### src/rtl/core/bmul_pkg.sv
// Shared constants for the radix-2 Booth multiplier.
// Used by bmul_cell, booth_multiplier_16bit_unit and the testbench files; depends on nothing.
package bmul_pkg;

  // Width of the operand fields on the input ports
  localparam int FieldWidth = 16;
  // Width of the product field on the output port
  localparam int ProductWidth = 32;
  // Default number of Booth steps and width of A and Q
  localparam int OperandWidthDef = 16;

  // Booth recoding of the pair (Q0, Q-1)
  localparam logic [1:0] BoothSub = 2'b10;
  localparam logic [1:0] BoothAdd = 2'b01;

endpackage

### src/rtl/core/bmul_cell.sv
// One Booth step with its own pipeline register and valid/ready handshake.
// Depends on bmul_pkg for the recoding codes and the default width.
module bmul_cell #(
  parameter int OPERAND_WIDTH = bmul_pkg::OperandWidthDef
) (
  input  logic                     clk_i,
  input  logic                     rst_ni,
  input  logic                     valid_i,
  output logic                     ready_o,
  input  logic [OPERAND_WIDTH-1:0] a_i,
  input  logic [OPERAND_WIDTH-1:0] q_i,
  input  logic                     q1_i,
  input  logic [OPERAND_WIDTH-1:0] m_i,
  input  logic                     err_i,
  output logic                     valid_o,
  input  logic                     ready_i,
  output logic [OPERAND_WIDTH-1:0] a_o,
  output logic [OPERAND_WIDTH-1:0] q_o,
  output logic                     q1_o,
  output logic [OPERAND_WIDTH-1:0] m_o,
  output logic                     err_o
);

  logic                     valid_q;
  logic [OPERAND_WIDTH-1:0] a_q, q_q, m_q;
  logic                     q1_q, err_q;
  logic [OPERAND_WIDTH-1:0] sum;
  logic [OPERAND_WIDTH-1:0] a_d, q_d;
  logic                     load;

  // Add or subtract the multiplicand as the low pair asks
  always_comb begin
    case ({q_i[0], q1_i})
      bmul_pkg::BoothSub: sum = a_i - m_i;
      bmul_pkg::BoothAdd: sum = a_i + m_i;
      default:            sum = a_i;
    endcase
  end

  // Shift A:Q:Q-1 right, keeping the sign of A
  assign a_d = {sum[OPERAND_WIDTH-1], sum[OPERAND_WIDTH-1:1]};
  assign q_d = {sum[0], q_i[OPERAND_WIDTH-1:1]};

  // Take a new word when the register is empty or drains this cycle
  assign ready_o = !valid_q || ready_i;
  assign load    = valid_i && ready_o;

  always_ff @(posedge clk_i or negedge rst_ni) begin
    if (!rst_ni) begin
      valid_q <= 1'b0;
    end else if (ready_o) begin
      valid_q <= valid_i;
    end
  end

  // Hold the word until the next cell takes it
  always_ff @(posedge clk_i) begin
    if (load) begin
      a_q   <= a_d;
      q_q   <= q_d;
      q1_q  <= q_i[0];
      m_q   <= m_i;
      err_q <= err_i;
    end
  end

  assign valid_o = valid_q;
  assign a_o     = a_q;
  assign q_o     = q_q;
  assign q1_o    = q1_q;
  assign m_o     = m_q;
  assign err_o   = err_q;

endmodule

### src/rtl/core/booth_multiplier_16bit_unit.sv
// Top level of the radix-2 Booth multiplier: range check, chain of step cells.
// Depends on bmul_pkg and bmul_cell.
//
// Usage:
//   Input channel (in_valid_i / in_ready_o) carries a word of two signed
//   16-bit operands, multiplier_i and multiplicand_i. Output channel
//   (out_valid_o / out_ready_i) carries the signed 32-bit product_o and
//   range_error_o. An operand outside +/-(2^(OPERAND_WIDTH-1)-1) gives
//   range_error_o = 1 and product_o = 0; at the default width only -32768
//   is rejected.
//   Each operand word passes through the chain of cells in order, one
//   Booth step per cell, each cell with its own register; out_valid_o
//   rises once the last cell has registered the word. Throughput: one
//   word per cycle unless the output stalls; every cell holds one word,
//   so up to OPERAND_WIDTH words are in flight.
//   Stall: when out_ready_i is low the last cell holds its word; words
//   behind it close up into empty cells, and in_ready_o drops only once
//   every cell is full.
//   Reset: rst_ni clears all valid bits; the chain comes up empty and
//   in_ready_o is high.
module booth_multiplier_16bit_unit #(
  parameter int OPERAND_WIDTH = bmul_pkg::OperandWidthDef
) (
  input  logic                               clk_i,
  input  logic                               rst_ni,
  input  logic                               in_valid_i,
  output logic                               in_ready_o,
  input  logic signed [bmul_pkg::FieldWidth-1:0]   multiplier_i,
  input  logic signed [bmul_pkg::FieldWidth-1:0]   multiplicand_i,
  output logic                               out_valid_o,
  input  logic                               out_ready_i,
  output logic signed [bmul_pkg::ProductWidth-1:0] product_o,
  output logic                               range_error_o
);

  localparam int W  = OPERAND_WIDTH;
  localparam int FW = bmul_pkg::FieldWidth;
  localparam int PW = bmul_pkg::ProductWidth;

  // Per-stage word; index 0 is the input, index W the last cell
  logic         valid_s [0:W];
  logic         ready_s [0:W];
  logic [W-1:0] a_s     [0:W];
  logic [W-1:0] q_s     [0:W];
  logic         q1_s    [0:W];
  logic [W-1:0] m_s     [0:W];
  logic         err_s   [0:W];

  logic         err_in;
  logic [W-1:0] q_init, m_init;
  logic [2*W-1:0] aq;

  // Fit operands to W bits and check their range
  if (W > FW) begin : g_wide
    assign q_init = {{(W-FW){multiplier_i[FW-1]}}, multiplier_i};
    assign m_init = {{(W-FW){multiplicand_i[FW-1]}}, multiplicand_i};
    assign err_in = 1'b0;
  end else begin : g_narrow
    logic [FW-W:0] hi_q, hi_m;
    logic          bad_q, bad_m;

    assign q_init = multiplier_i[W-1:0];
    assign m_init = multiplicand_i[W-1:0];
    assign hi_q   = multiplier_i[FW-1:W-1];
    assign hi_m   = multiplicand_i[FW-1:W-1];

    // Out of range: top bits not a sign extension, or the most negative value
    assign bad_q = !(hi_q == '0 || hi_q == '1) ||
                   (hi_q == '1 && multiplier_i[W-2:0] == '0);
    assign bad_m = !(hi_m == '0 || hi_m == '1) ||
                   (hi_m == '1 && multiplicand_i[W-2:0] == '0);
    assign err_in = bad_q || bad_m;
  end

  // Seed the chain: A = 0, Q = multiplier, Q-1 = 0
  assign valid_s[0] = in_valid_i;
  assign in_ready_o = ready_s[0];
  assign a_s[0]     = '0;
  assign q_s[0]     = q_init;
  assign q1_s[0]    = 1'b0;
  assign m_s[0]     = m_init;
  assign err_s[0]   = err_in;

  // One cell per Booth step
  for (genvar k = 0; k < W; k++) begin : g_cell
    bmul_cell #(
      .OPERAND_WIDTH(W)
    ) u_cell (
      .clk_i  (clk_i),
      .rst_ni (rst_ni),
      .valid_i(valid_s[k]),
      .ready_o(ready_s[k]),
      .a_i    (a_s[k]),
      .q_i    (q_s[k]),
      .q1_i   (q1_s[k]),
      .m_i    (m_s[k]),
      .err_i  (err_s[k]),
      .valid_o(valid_s[k+1]),
      .ready_i(ready_s[k+1]),
      .a_o    (a_s[k+1]),
      .q_o    (q_s[k+1]),
      .q1_o   (q1_s[k+1]),
      .m_o    (m_s[k+1]),
      .err_o  (err_s[k+1])
    );
  end

  // Drive the output word from the last cell
  assign ready_s[W]    = out_ready_i;
  assign out_valid_o   = valid_s[W];
  assign range_error_o = err_s[W];
  assign aq            = {a_s[W], q_s[W]};

  if (2*W >= PW) begin : g_prod_trunc
    assign product_o = err_s[W] ? '0 : aq[PW-1:0];
  end else begin : g_prod_ext
    assign product_o = err_s[W] ? '0 : {{(PW-2*W){1'b0}}, aq};
  end

`ifndef SYNTH
  // A full chain is the only reason to refuse input
  assert property (@(posedge clk_i) disable iff (!rst_ni)
    !in_ready_o |-> (out_valid_o && !out_ready_i))
    else $error("input stalled while chain can advance");

  // Drained output with nothing behind it leaves the output empty
  assert property (@(posedge clk_i) disable iff (!rst_ni)
    (out_valid_o && out_ready_i && !valid_s[W-1]) |=> !out_valid_o)
    else $error("output word repeated");

  // Rejected operands yield a zero product
  assert property (@(posedge clk_i) disable iff (!rst_ni)
    (out_valid_o && range_error_o) |-> (product_o == '0))
    else $error("range error with nonzero product");

  // Stalled output word keeps its error flag
  assert property (@(posedge clk_i) disable iff (!rst_ni)
    (out_valid_o && !out_ready_i) |=> (out_valid_o && $stable(range_error_o)))
    else $error("stalled output word changed");
`endif

endmodule

### config.mk
export PLATFORM = sky130hd
export DESIGN_NAME = booth_multiplier_16bit_unit
export DESIGN_NICKNAME = d
export VERILOG_FILES = /design/src/rtl/core/bmul_pkg.sv /design/src/rtl/core/bmul_cell.sv /design/src/rtl/core/booth_multiplier_16bit_unit.sv
export SDC_FILE = /design/constraint.sdc
export NUM_CORES = 1
export LEC_CHECK = 0
export ABC_AREA = 0
export ABC_CLOCK_PERIOD_IN_PS = 6800
export BUFFER_PORTS_ARGS = -buffer_cell sky130_fd_sc_hd__clkbuf_2
export CELL_PAD_IN_SITES_DETAIL_PLACEMENT = 1
export CELL_PAD_IN_SITES_GLOBAL_PLACEMENT = 1
export CORE_UTILIZATION = 45
export DETAILED_ROUTE_END_ITERATION = 12
export PLACE_DENSITY = 0.71
export SYNTH_ARGS = -nofsm -noshare
export SYNTH_HDL_FRONTEND = slang
export SYNTH_HIERARCHICAL = 1
export SYNTH_SLANG_ARGS = --single-unit
### constraint.sdc
create_clock -name clk_i -period 6.8 [get_ports clk_i]
set_input_delay 1.02 -clock clk_i [delete_from_list [all_inputs] [get_ports clk_i]]
set_output_delay 1.02 -clock clk_i [all_outputs]
set_load 0.01 [all_outputs]
Word-level counts from Yosys, hierarchy flattened
Index checks and enable logic that the tools add are counted.
Word-level totals
  bits in registers: 783
  bits in latches: 0
  bits in writable memories: 0
  ROM bits: 0
  input bits: 36
  logic and storage cells: 227
  memories kept: 0
Cells by class
  add/subtract/negate cells: 31
  $mul: 0
  div/mod/pow operators: 0
  order comparisons: 0
  equal/unequal tests: 30
  shifts and indexed selects: 0
  mux-type cells: 17
  bitwise gates (word level): 0
  reductions and logical operators: 53
Operators by type and width (count)
  16-bit one-hot mux with 2 select lines: 15
  16-bit adder: 15
  16-bit subtractor: 15
  32-bit 2-to-1 mux: 1
  2-bit by 1-bit == test with 1-bit output (second input constant): 15
  2-bit == test (second input constant): 15
  15-bit logical NOT: 2
  1-bit logical AND: 18
  1-bit logical OR: 17
  1-bit logical NOT: 16
  16-bit 2-to-1 mux: 1
  1-bit by 16-bit subtractor with 16-bit output (first input constant): 1

Logic depth before layout (Yosys ltp)
Gate-level depths: netlist of the first run.
  depth in word-level cells: 18
  mapped depth: 17
  depth with buffers taken out: 17

By module
Netlist of the first run, hierarchy kept.
Modules (own cells, without submodules)
  bmul_cell at g_cell[10].u_cell ...: times used 8, cells each 238, area each 2797.7 sq um, sequential area each 1496.4 sq um
  bmul_cell at g_cell[0].u_cell ...: times used 2, cells each 231, area each 2745.1 sq um, sequential area each 1496.4 sq um
  bmul_cell at g_cell[9].u_cell: times used 1, cells each 250, area each 2896.5 sq um, sequential area each 1496.4 sq um
  bmul_cell at g_cell[6].u_cell: times used 1, cells each 245, area each 2857.7 sq um, sequential area each 1496.4 sq um
  bmul_cell at g_cell[7].u_cell: times used 1, cells each 245, area each 2847.7 sq um, sequential area each 1496.4 sq um
  bmul_cell at g_cell[14].u_cell: times used 1, cells each 243, area each 2824.0 sq um, sequential area each 1496.4 sq um
  bmul_cell at g_cell[12].u_cell: times used 1, cells each 241, area each 2805.2 sq um, sequential area each 1496.4 sq um
  bmul_cell at g_cell[8].u_cell: times used 1, cells each 226, area each 2762.6 sq um, sequential area each 1496.4 sq um
  booth_multiplier_16bit_unit: times used 1, cells each 47, area each 302.8 sq um, sequential area each 0.0 sq um

Worst setup path after synthesis of the first run
No wires, ideal clock.
  path type: input-to-reg
  from: input out_ready_i
  to: register g_cell[0].u_cell.a_q[0], enable pin
  arrival time: 4230 ps
  data required time: 6320 ps
  slack: 2090 ps
  stages on the path: 17
  buffers on the path: 0
  path through: nand2b_1 -> nand2b_1 -> nand2b_1 -> nand2b_1 -> nand2b_1 -> nand2b_1 -> nand2b_1 -> nand2b_1 -> nand2b_1 -> nand2b_1 -> nand2b_1 -> nand2b_1 -> nand2b_1 -> nand2b_1 -> nand2b_1 -> nand2b_1 -> and2_1
RTL lines
  start, declared: RTL line booth_multiplier_16bit_unit.sv:31  | input logic out_ready_i,
  end signal, assigned: RTL line bmul_cell.sv:59  | a_q <= a_d;
  end, declared: RTL line bmul_cell.sv:25  | logic [OPERAND_WIDTH-1:0] a_q, q_q, m_q;

==> run_results.csv, run 1 <==
group,metric,value,unit
run_status,outcome,"finished, final reports clean",
floorplan,floorplan.initialDensity,45.4,%
floorplan,floorplan.die_area,101000,um2
sta,worst_slew_margin_rel,19.4,%
placement,port_buffers,70,
cts,hold_buffers,0,
power,clock_power_share,24.8,%
setup_path,critPathArrivalTime,4.42,ns
cts,htree_num_levels,3,
final_layout,layout.nets,4356,
final_layout,diodes,0,
cts,cts.repair_timing.setup_buffer_count,0,
setup_path,r2r_slack,2.36,ns
sta,finalClockSkew,0.0284,ns
power,internal-power,12.4,mW
routing,initialDrtViolationCount,1834,
setup_path,critPathMaxStageDelay,0.26,ns
sta,hold_viol,0,
grt,total_routing_resource_utilization_after_global_routing,22.4,%
min_path,critical_hold_path_startpoint,"g_cell[0].u_cell/q_o[6]$_DFFE_PP_",
setup_path,crit_path_start_kind,"input pin",
floorplan,die-height,317,um
setup_path,cpMaxStageDelayCell,"nand2b_1",
power,switching_fraction_of_total_power,35.9,%
routing,vias,29900,
sta,finalHoldWorstSlack,0.414,ns
yosys,post_synth.cell_area_avg,11.6,um2
cts,post_cts_resize_count,0,
cts,cts_made_buffers,87,
setup_path,path_cells,"clkbuf_2 > nand2b_1 > nand2b_1 > nand2b_1 > nand2b_1 > nand2b_1 > nand2b_1 > nand2b_1 > nand2b_1 > nand2b_1 > nand2b_1 > nand2b_1 > nand2b_1 > nand2b_1 > nand2b_1 > nand2b_1 > nand2b_1 > clkbuf_2",
grt,antenna_violations_before_repair,1,
setup_path,timing.critical_path.mode_cell,"nand2b_1",
setup_path,crit-reg2reg-launch,"g_cell[15].u_cell/valid_o$_DFFE_PN0N_",
sta,report.final.slew_viol_count,0,
cts,cts_sinks,783,
sta,grt_setup_unrepaired,"no",
power,static-leakage-power,18.8,nW
power,peakVddDrop,211,uV
yosys,netlist_instances,3846,
routing,detail_routed_net_length_per_standard_cell,21.2,um
setup_path,crit_path_class,"in -> out",
setup_path,reg2regPathDepth,17,
placement,dp.cells,5166,
min_path,holdPathEnd,"g_cell[1].u_cell/q_o[5]$_DFFE_PP_",
grt,first_global_vias,30900,
floorplan,fp-row-count,115,
final_layout,count_of_non_filler_cells_in_the_finished_layout,5328,
sta,fmax,0.184,GHz
routing,postRouteWirelength,113,mm
routing,drtPass1Iterations,5,
power,pwr-share-seq,38.4,%
final_layout,flow.area_growth_from_synthesis,10.6,%
setup_path,worstReg2RegEnd,"g_cell[0].u_cell/a_o[13]$_DFFE_PP_",
routing,viasPerCell,5.62,
cts,clock_insertion_delay_worst_skew,0.67,ns
min_path,hold_path_class,"reg -> reg",
yosys,synth.cell_area,44700,um2
floorplan,io_pins,71,
power,comb_power_share,36.8,%
yosys,yosys_warnings,6,
cts,cts_tree,"yes",
grt,globalRouteOverflowTotal,0,
cts,clkTransAtPathRegs,0.06,ns
setup_path,end_kind,"output pin",
final_layout,layout-drive-gt1-share,9.92,%
setup_path,cp.required,5.78,ns
grt,grt_pass1_wl,175,mm
grt,grt_start_max_net_pins,50,
routing,route.antenna.remaining_nets,0,
setup_path,timing.critical_path.fanout_max,3,
sta,finalSetupTns,0,ns
routing,drcViolationCount,0,
floorplan,placeableCoreArea,98400,um2
power,power.switching,6.91,mW
floorplan,die_width,317,um
sta,setup_viol,0,
placement,detailed_place_hpwl,86.0,mm
cts,ctsLongestPathBuffers,3,
power,power.density_cell_area,390,nW/um2
sta,final_period_minus_worst_setup_slack,5.44,ns
sta,worst_slew_pin_slew,1.21,ns
flow_run,drv_cap,0,
placement,gp_congestion,0.852,
sta,finalCritPeriodShare,80.0,%
cts,cts_root_buf,"clkbuf_16",
min_path,min_path_cells,0,
-- how the worst max path moves through the flow --
stage / startpoint / end / slack (ns) / cells after the start
3_3_place_gp: out_ready_i / in_ready_o / 1.48 / 18
3_5_place_dp: out_ready_i / in_ready_o / 1.39 / 18
2_1_floorplan: out_ready_i / g_cell[0].u_cell/a_o[0]$_DFFE_PP_ / 2.09 / 17
6_report: out_ready_i / in_ready_o / 1.36 / 18
4_1_cts: out_ready_i / in_ready_o / 1.31 / 18
5_1_grt: out_ready_i / in_ready_o / 1.03 / 18
-- sequential cells by signal, indices dropped and copies added, names as in the netlist --
register / count
g_cell.u_cell/m_o: 240
g_cell.u_cell/q1_o: 15
g_cell.u_cell/a_o: 240
g_cell.u_cell/err_o: 16
g_cell.u_cell/q_o: 256
g_cell.u_cell/valid_o: 16
-- metal layers --
metal	wire length [um]	up-vias	GRT usage [%]
met2	58500	446	41.1
met5	0	-	0
li1	-	14500	-
met3	3170	197	2.67
met1	47100	14800	26.8
met4	4170	0	8.38
-- stage by stage --
| step | total power, mW | cell area (um2) | setup WS (ns) | utilization (%) |
|---|---|---|---|---|
| final | 19.3 | 49400 | 1.36 | 50.2 |
| after global routing | 20.4 | 49400 | 1.03 | 50.2 |
| after CTS | 19.4 | 49400 | 1.31 | 50.2 |
| after detailed placement | 14.6 | 46500 | 1.39 | 47.2 |
| after global placement | 14.3 | 46500 | 1.48 | 47.2 |
| after floorplan | 12.5 | 44800 | 2.09 | - |
-- final cells by class --
cell class	instances	area (um2)
fillers	10300	49000
repair buffers	86	470
clock inverters	58	549
inverters	118	443
clock buffers	104	2360
well taps	1287	1610
multi-input cells	2892	20500
flip-flops and latches	783	23400
-- worst max-delay path: cells and delay by family --
kind / cells / cell delay (ns)
buffers and inverters: 2 / 0.21
AND/OR/NAND/NOR: 16 / 3.17
-- placed cells by master (no fill, tap or decap), types with 17 or more instances in the layout --
master	count
o211ai_1	46
nor3_1	121
o21ai_0	271
or3_1	17
nand2b_1	62
clkbuf_2	70
o21a_1	37
mux2_2	75
clkbuf_16	91
and3_1	18
nor2_1	263
a31oi_1	27
nor4_1	20
edfxtp_1	767
clkinv_2	19
a21o_1	109
inv_1	118
nor2b_1	61
nand4_1	22
o21bai_1	21
a211oi_1	36
nand3_1	45
conb_1	37
a21oi_1	269
xnor2_1	124
xor2_1	281
or4_1	25
o21ai_1	19
ha_1	336
nand2_1	315
-- power by group through the flow --
stage	clock network, mW	registers (mW)	logic (mW)
2_1_floorplan	0	7.11	5.41
3_3_place_gp	0	7.50	6.85
3_5_place_dp	0	7.52	7.03
4_1_cts	4.89	7.43	7.11
5_1_grt	5.03	7.50	7.88
6_report	4.77	7.41	7.09
Note: power is estimated with default switching activity, not from simulation.
==> run 2: changes to the inputs <==
--- a/config.mk
+++ b/config.mk
@@ -5,14 +5,14 @@
 export SDC_FILE = /design/constraint.sdc
 export NUM_CORES = 1
 export LEC_CHECK = 0
-export ABC_AREA = 0
-export ABC_CLOCK_PERIOD_IN_PS = 6800
+export ABC_AREA = 1
+export ABC_CLOCK_PERIOD_IN_PS = 4890
 export BUFFER_PORTS_ARGS = -buffer_cell sky130_fd_sc_hd__clkbuf_2
 export CELL_PAD_IN_SITES_DETAIL_PLACEMENT = 1
 export CELL_PAD_IN_SITES_GLOBAL_PLACEMENT = 1
 export CORE_UTILIZATION = 45
 export DETAILED_ROUTE_END_ITERATION = 12
-export PLACE_DENSITY = 0.71
+export PLACE_DENSITY = 0.77
 export SYNTH_ARGS = -nofsm -noshare
 export SYNTH_HDL_FRONTEND = slang
 export SYNTH_HIERARCHICAL = 1
==> constraint.sdc (replaced) <==
create_clock -name clk_i -period 4.89 [get_ports clk_i]
set_input_delay 0.7335 -clock clk_i [delete_from_list [all_inputs] [get_ports clk_i]]
set_output_delay 0.7335 -clock clk_i [all_outputs]
set_load 0.01 [all_outputs]
==> run 2 against run 1 <==
Net effect: die area rose by 6.8%; total power rose by 67%; non-clock buffer count rose by 16; critical endpoint unchanged; critical path type is now reg -> out; routed wire length rose by 20%; largest cell class unchanged; combinational power rose by 110%; hold slack got worse by 0.30 ns; largest power group is now combinational cells.
==> run_results.csv, run 2 <==
group,metric,value,unit
grt,antenna_violations_before_repair,0,
routing,met2RoutedLength,67.7,mm
setup_path,crit_path_start_kind,"flop",
sta,worst_slew_margin_rel,31.8,%
grt,first_global_vias,37900,
sta,fmax,0.220,GHz
sta,hold_viol,0,
yosys,netlist_instances,5309,
routing,met1_length,59.6,mm
floorplan,die-height,328,um
final_layout,utilization,50.1,%
final_layout,flow.area_growth_from_synthesis,10.5,%
sta,finalHoldWorstSlack,0.113,ns
setup_path,crit-reg2reg-launch,"g_cell[15].u_cell/valid_o$_DFFE_PN0N_",
yosys,yosys_warnings,6,
sta,grt_setup_unrepaired,"no",
routing,initialDrtViolationCount,2066,
flow_run,drv_cap,0,
setup_path,reg2regPathDepth,31,
sta,setup_slack,0.340,ns
setup_path,timing.critical_path.mode_cell,"nand2_1",
sta,finalSetupTns,0,ns
setup_path,r2r_slack,1.11,ns
routing,viasPerCell,5.32,
setup_path,end_kind,"output pin",
grt,grt_start_max_net_pins,50,
final_layout,fillers,12200,
setup_path,cp.required,4.16,ns
final_layout,commonest_non_fill_non_tap_cell_in_the_layout,"nand2_1",
sta,finalClockSkew,0.0327,ns
grt,total_routing_resource_utilization_after_global_routing,25.2,%
placement,dpl_cell_area,50000,um2
final_layout,most_used_cells_in_the_layout_excluding_fill_and_tap_cells,"nand2_1, edfxtp_1, nor2_1, inv_1, ha_1",
placement,gp_congestion,0.896,
routing,postRouteWirelength,135,mm
floorplan,placeableCoreArea,105000,um2
setup_path,crit_path_class,"reg -> out",
floorplan,floorplan.die_area,107000,um2
setup_path,critPathMaxStageDelay,0.35,ns
power,p_total,32.2,mW
cts,cts_tree,"yes",
routing,vias,36800,
cts,clock_insertion_delay_worst_skew,0.67,ns
setup_path,worstReg2RegEnd,"g_cell[1].u_cell/q_o[6]$_DFFE_PP_",
sta,final_period_minus_worst_setup_slack,4.55,ns
final_layout,seqCellArea,23400,um2
power,power.density_cell_area,610,nW/um2
yosys,synth.cell_area,47700,um2
cts,cts_made_buffers,86,
routing,top_layer_used,"met4",
cts,cts_root_buf,"clkbuf_16",
final_layout,layout-drive-gt1-share,12.2,%
sta,finalCritPeriodShare,93.0,%
cts,htree_num_levels,3,
routing,route.met3.wl,4.96,mm
floorplan,fp-row-count,119,
routing,detail_routed_net_length_per_standard_cell,19.6,um
grt,grt_pass1_wl,212,mm
floorplan,io_pins,71,
cts,hold_buffers,0,
sta,worst_slew_pin_slew,1.02,ns
setup_path,timing.critical_path.fanout_max,2,
cts,cts_sinks,783,
final_layout,multi_input_comb_area,22200,um2
floorplan,floorplan.initialDensity,45.3,%
yosys,post_synth.cell_area_avg,8.99,um2
sta,setup_viol,0,
routing,drtPass1Iterations,5,
routing,route.antenna.remaining_nets,0,
sta,report.final.slew_viol_count,0,
cts,clkTransAtPathRegs,0.06,ns
final_layout,design_area,52700,um2
placement,dp.cells,6753,
run_status,outcome,"finished, final reports clean",
setup_path,cpMaxStageDelayCell,"dfrtp_1",
placement,post-place-ws,-0.0891,ns
grt,globalRouteOverflowTotal,0,
final_layout,count_of_non_filler_cells_in_the_finished_layout,6915,
min_path,hold_path_class,"in -> async",
placement,detailed_place_hpwl,106,mm
power,peakVddDrop,271,uV
floorplan,die_width,328,um
cts,ctsLongestPathBuffers,3,
final_layout,number_of_flip_flops_under_the_largest_register_name,256,
setup_path,critPathArrivalTime,3.82,ns
power,static-leakage-power,23.1,nW
final_layout,diodes,0,
final_layout,layout.nets,5841,
placement,port_buffers,70,
routing,drcViolationCount,0,
==> run 2: critical path, delay by kind of cell (launching register included) <==
family	cells	cell delay (ns)
buffers and inverters	16	1.45
and+or+nand+nor	16	1.34
DFF	1	0.35
==> run 2: worst max path at each step <==
stage / start / to / slack [ns] / depth (start not counted)
CTS: g_cell[15].u_cell/valid_o$_DFFE_PN0N_ / in_ready_o / 0.007 / 32
floorplan: out_ready_i / g_cell[4].u_cell/a_o[0]$_DFFE_PP_ / 0.08 / 24
global route: g_cell[15].u_cell/valid_o$_DFFE_PN0N_ / in_ready_o / 0.02 / 32
global placement: out_ready_i / in_ready_o / 0.09 / 34
finish: g_cell[15].u_cell/valid_o$_DFFE_PN0N_ / in_ready_o / 0.34 / 32
detailed placement: out_ready_i / in_ready_o / -0.09 / 34
==> run 2: per-layer routing <==
metal	vias to the layer above	global-route usage [%]
li1	17900	-
met4	0	7.11
met2	710	44.7
met3	184	2.53
met5	-	0
met1	17900	32.6
==> run 2: what timing repair did <==
action / 4_1_cts / 5_1_grt
endpoints found under the setup margin: 1 / 1
setup buffers: 1 / 2
gates resized for setup: 6 / 8
==> run 2: power by group <==
| group | switching [mW] | internal (mW) | leakage, nW |
|---|---|---|---|
| Combinational | 9.63 | 5.03 | 14.1 |
| Clock | 2.79 | 3.63 | 1.32 |
| Sequential | 1.45 | 9.63 | 7.68 |
| Total | 13.9 | 18.3 | 23.1 |
==> run 2: layout make-up <==
| cell class | instances | area share (%) |
|---|---|---|
| repair buffers | 102 | 1.19 |
| clock buffers | 109 | 4.28 |
| well taps | 1391 | 3.30 |
| flip-flops and latches | 783 | 44.4 |
| clock inverters | 50 | 0.925 |
| inverters | 522 | 3.72 |
| multi-input cells | 3958 | 42.1 |
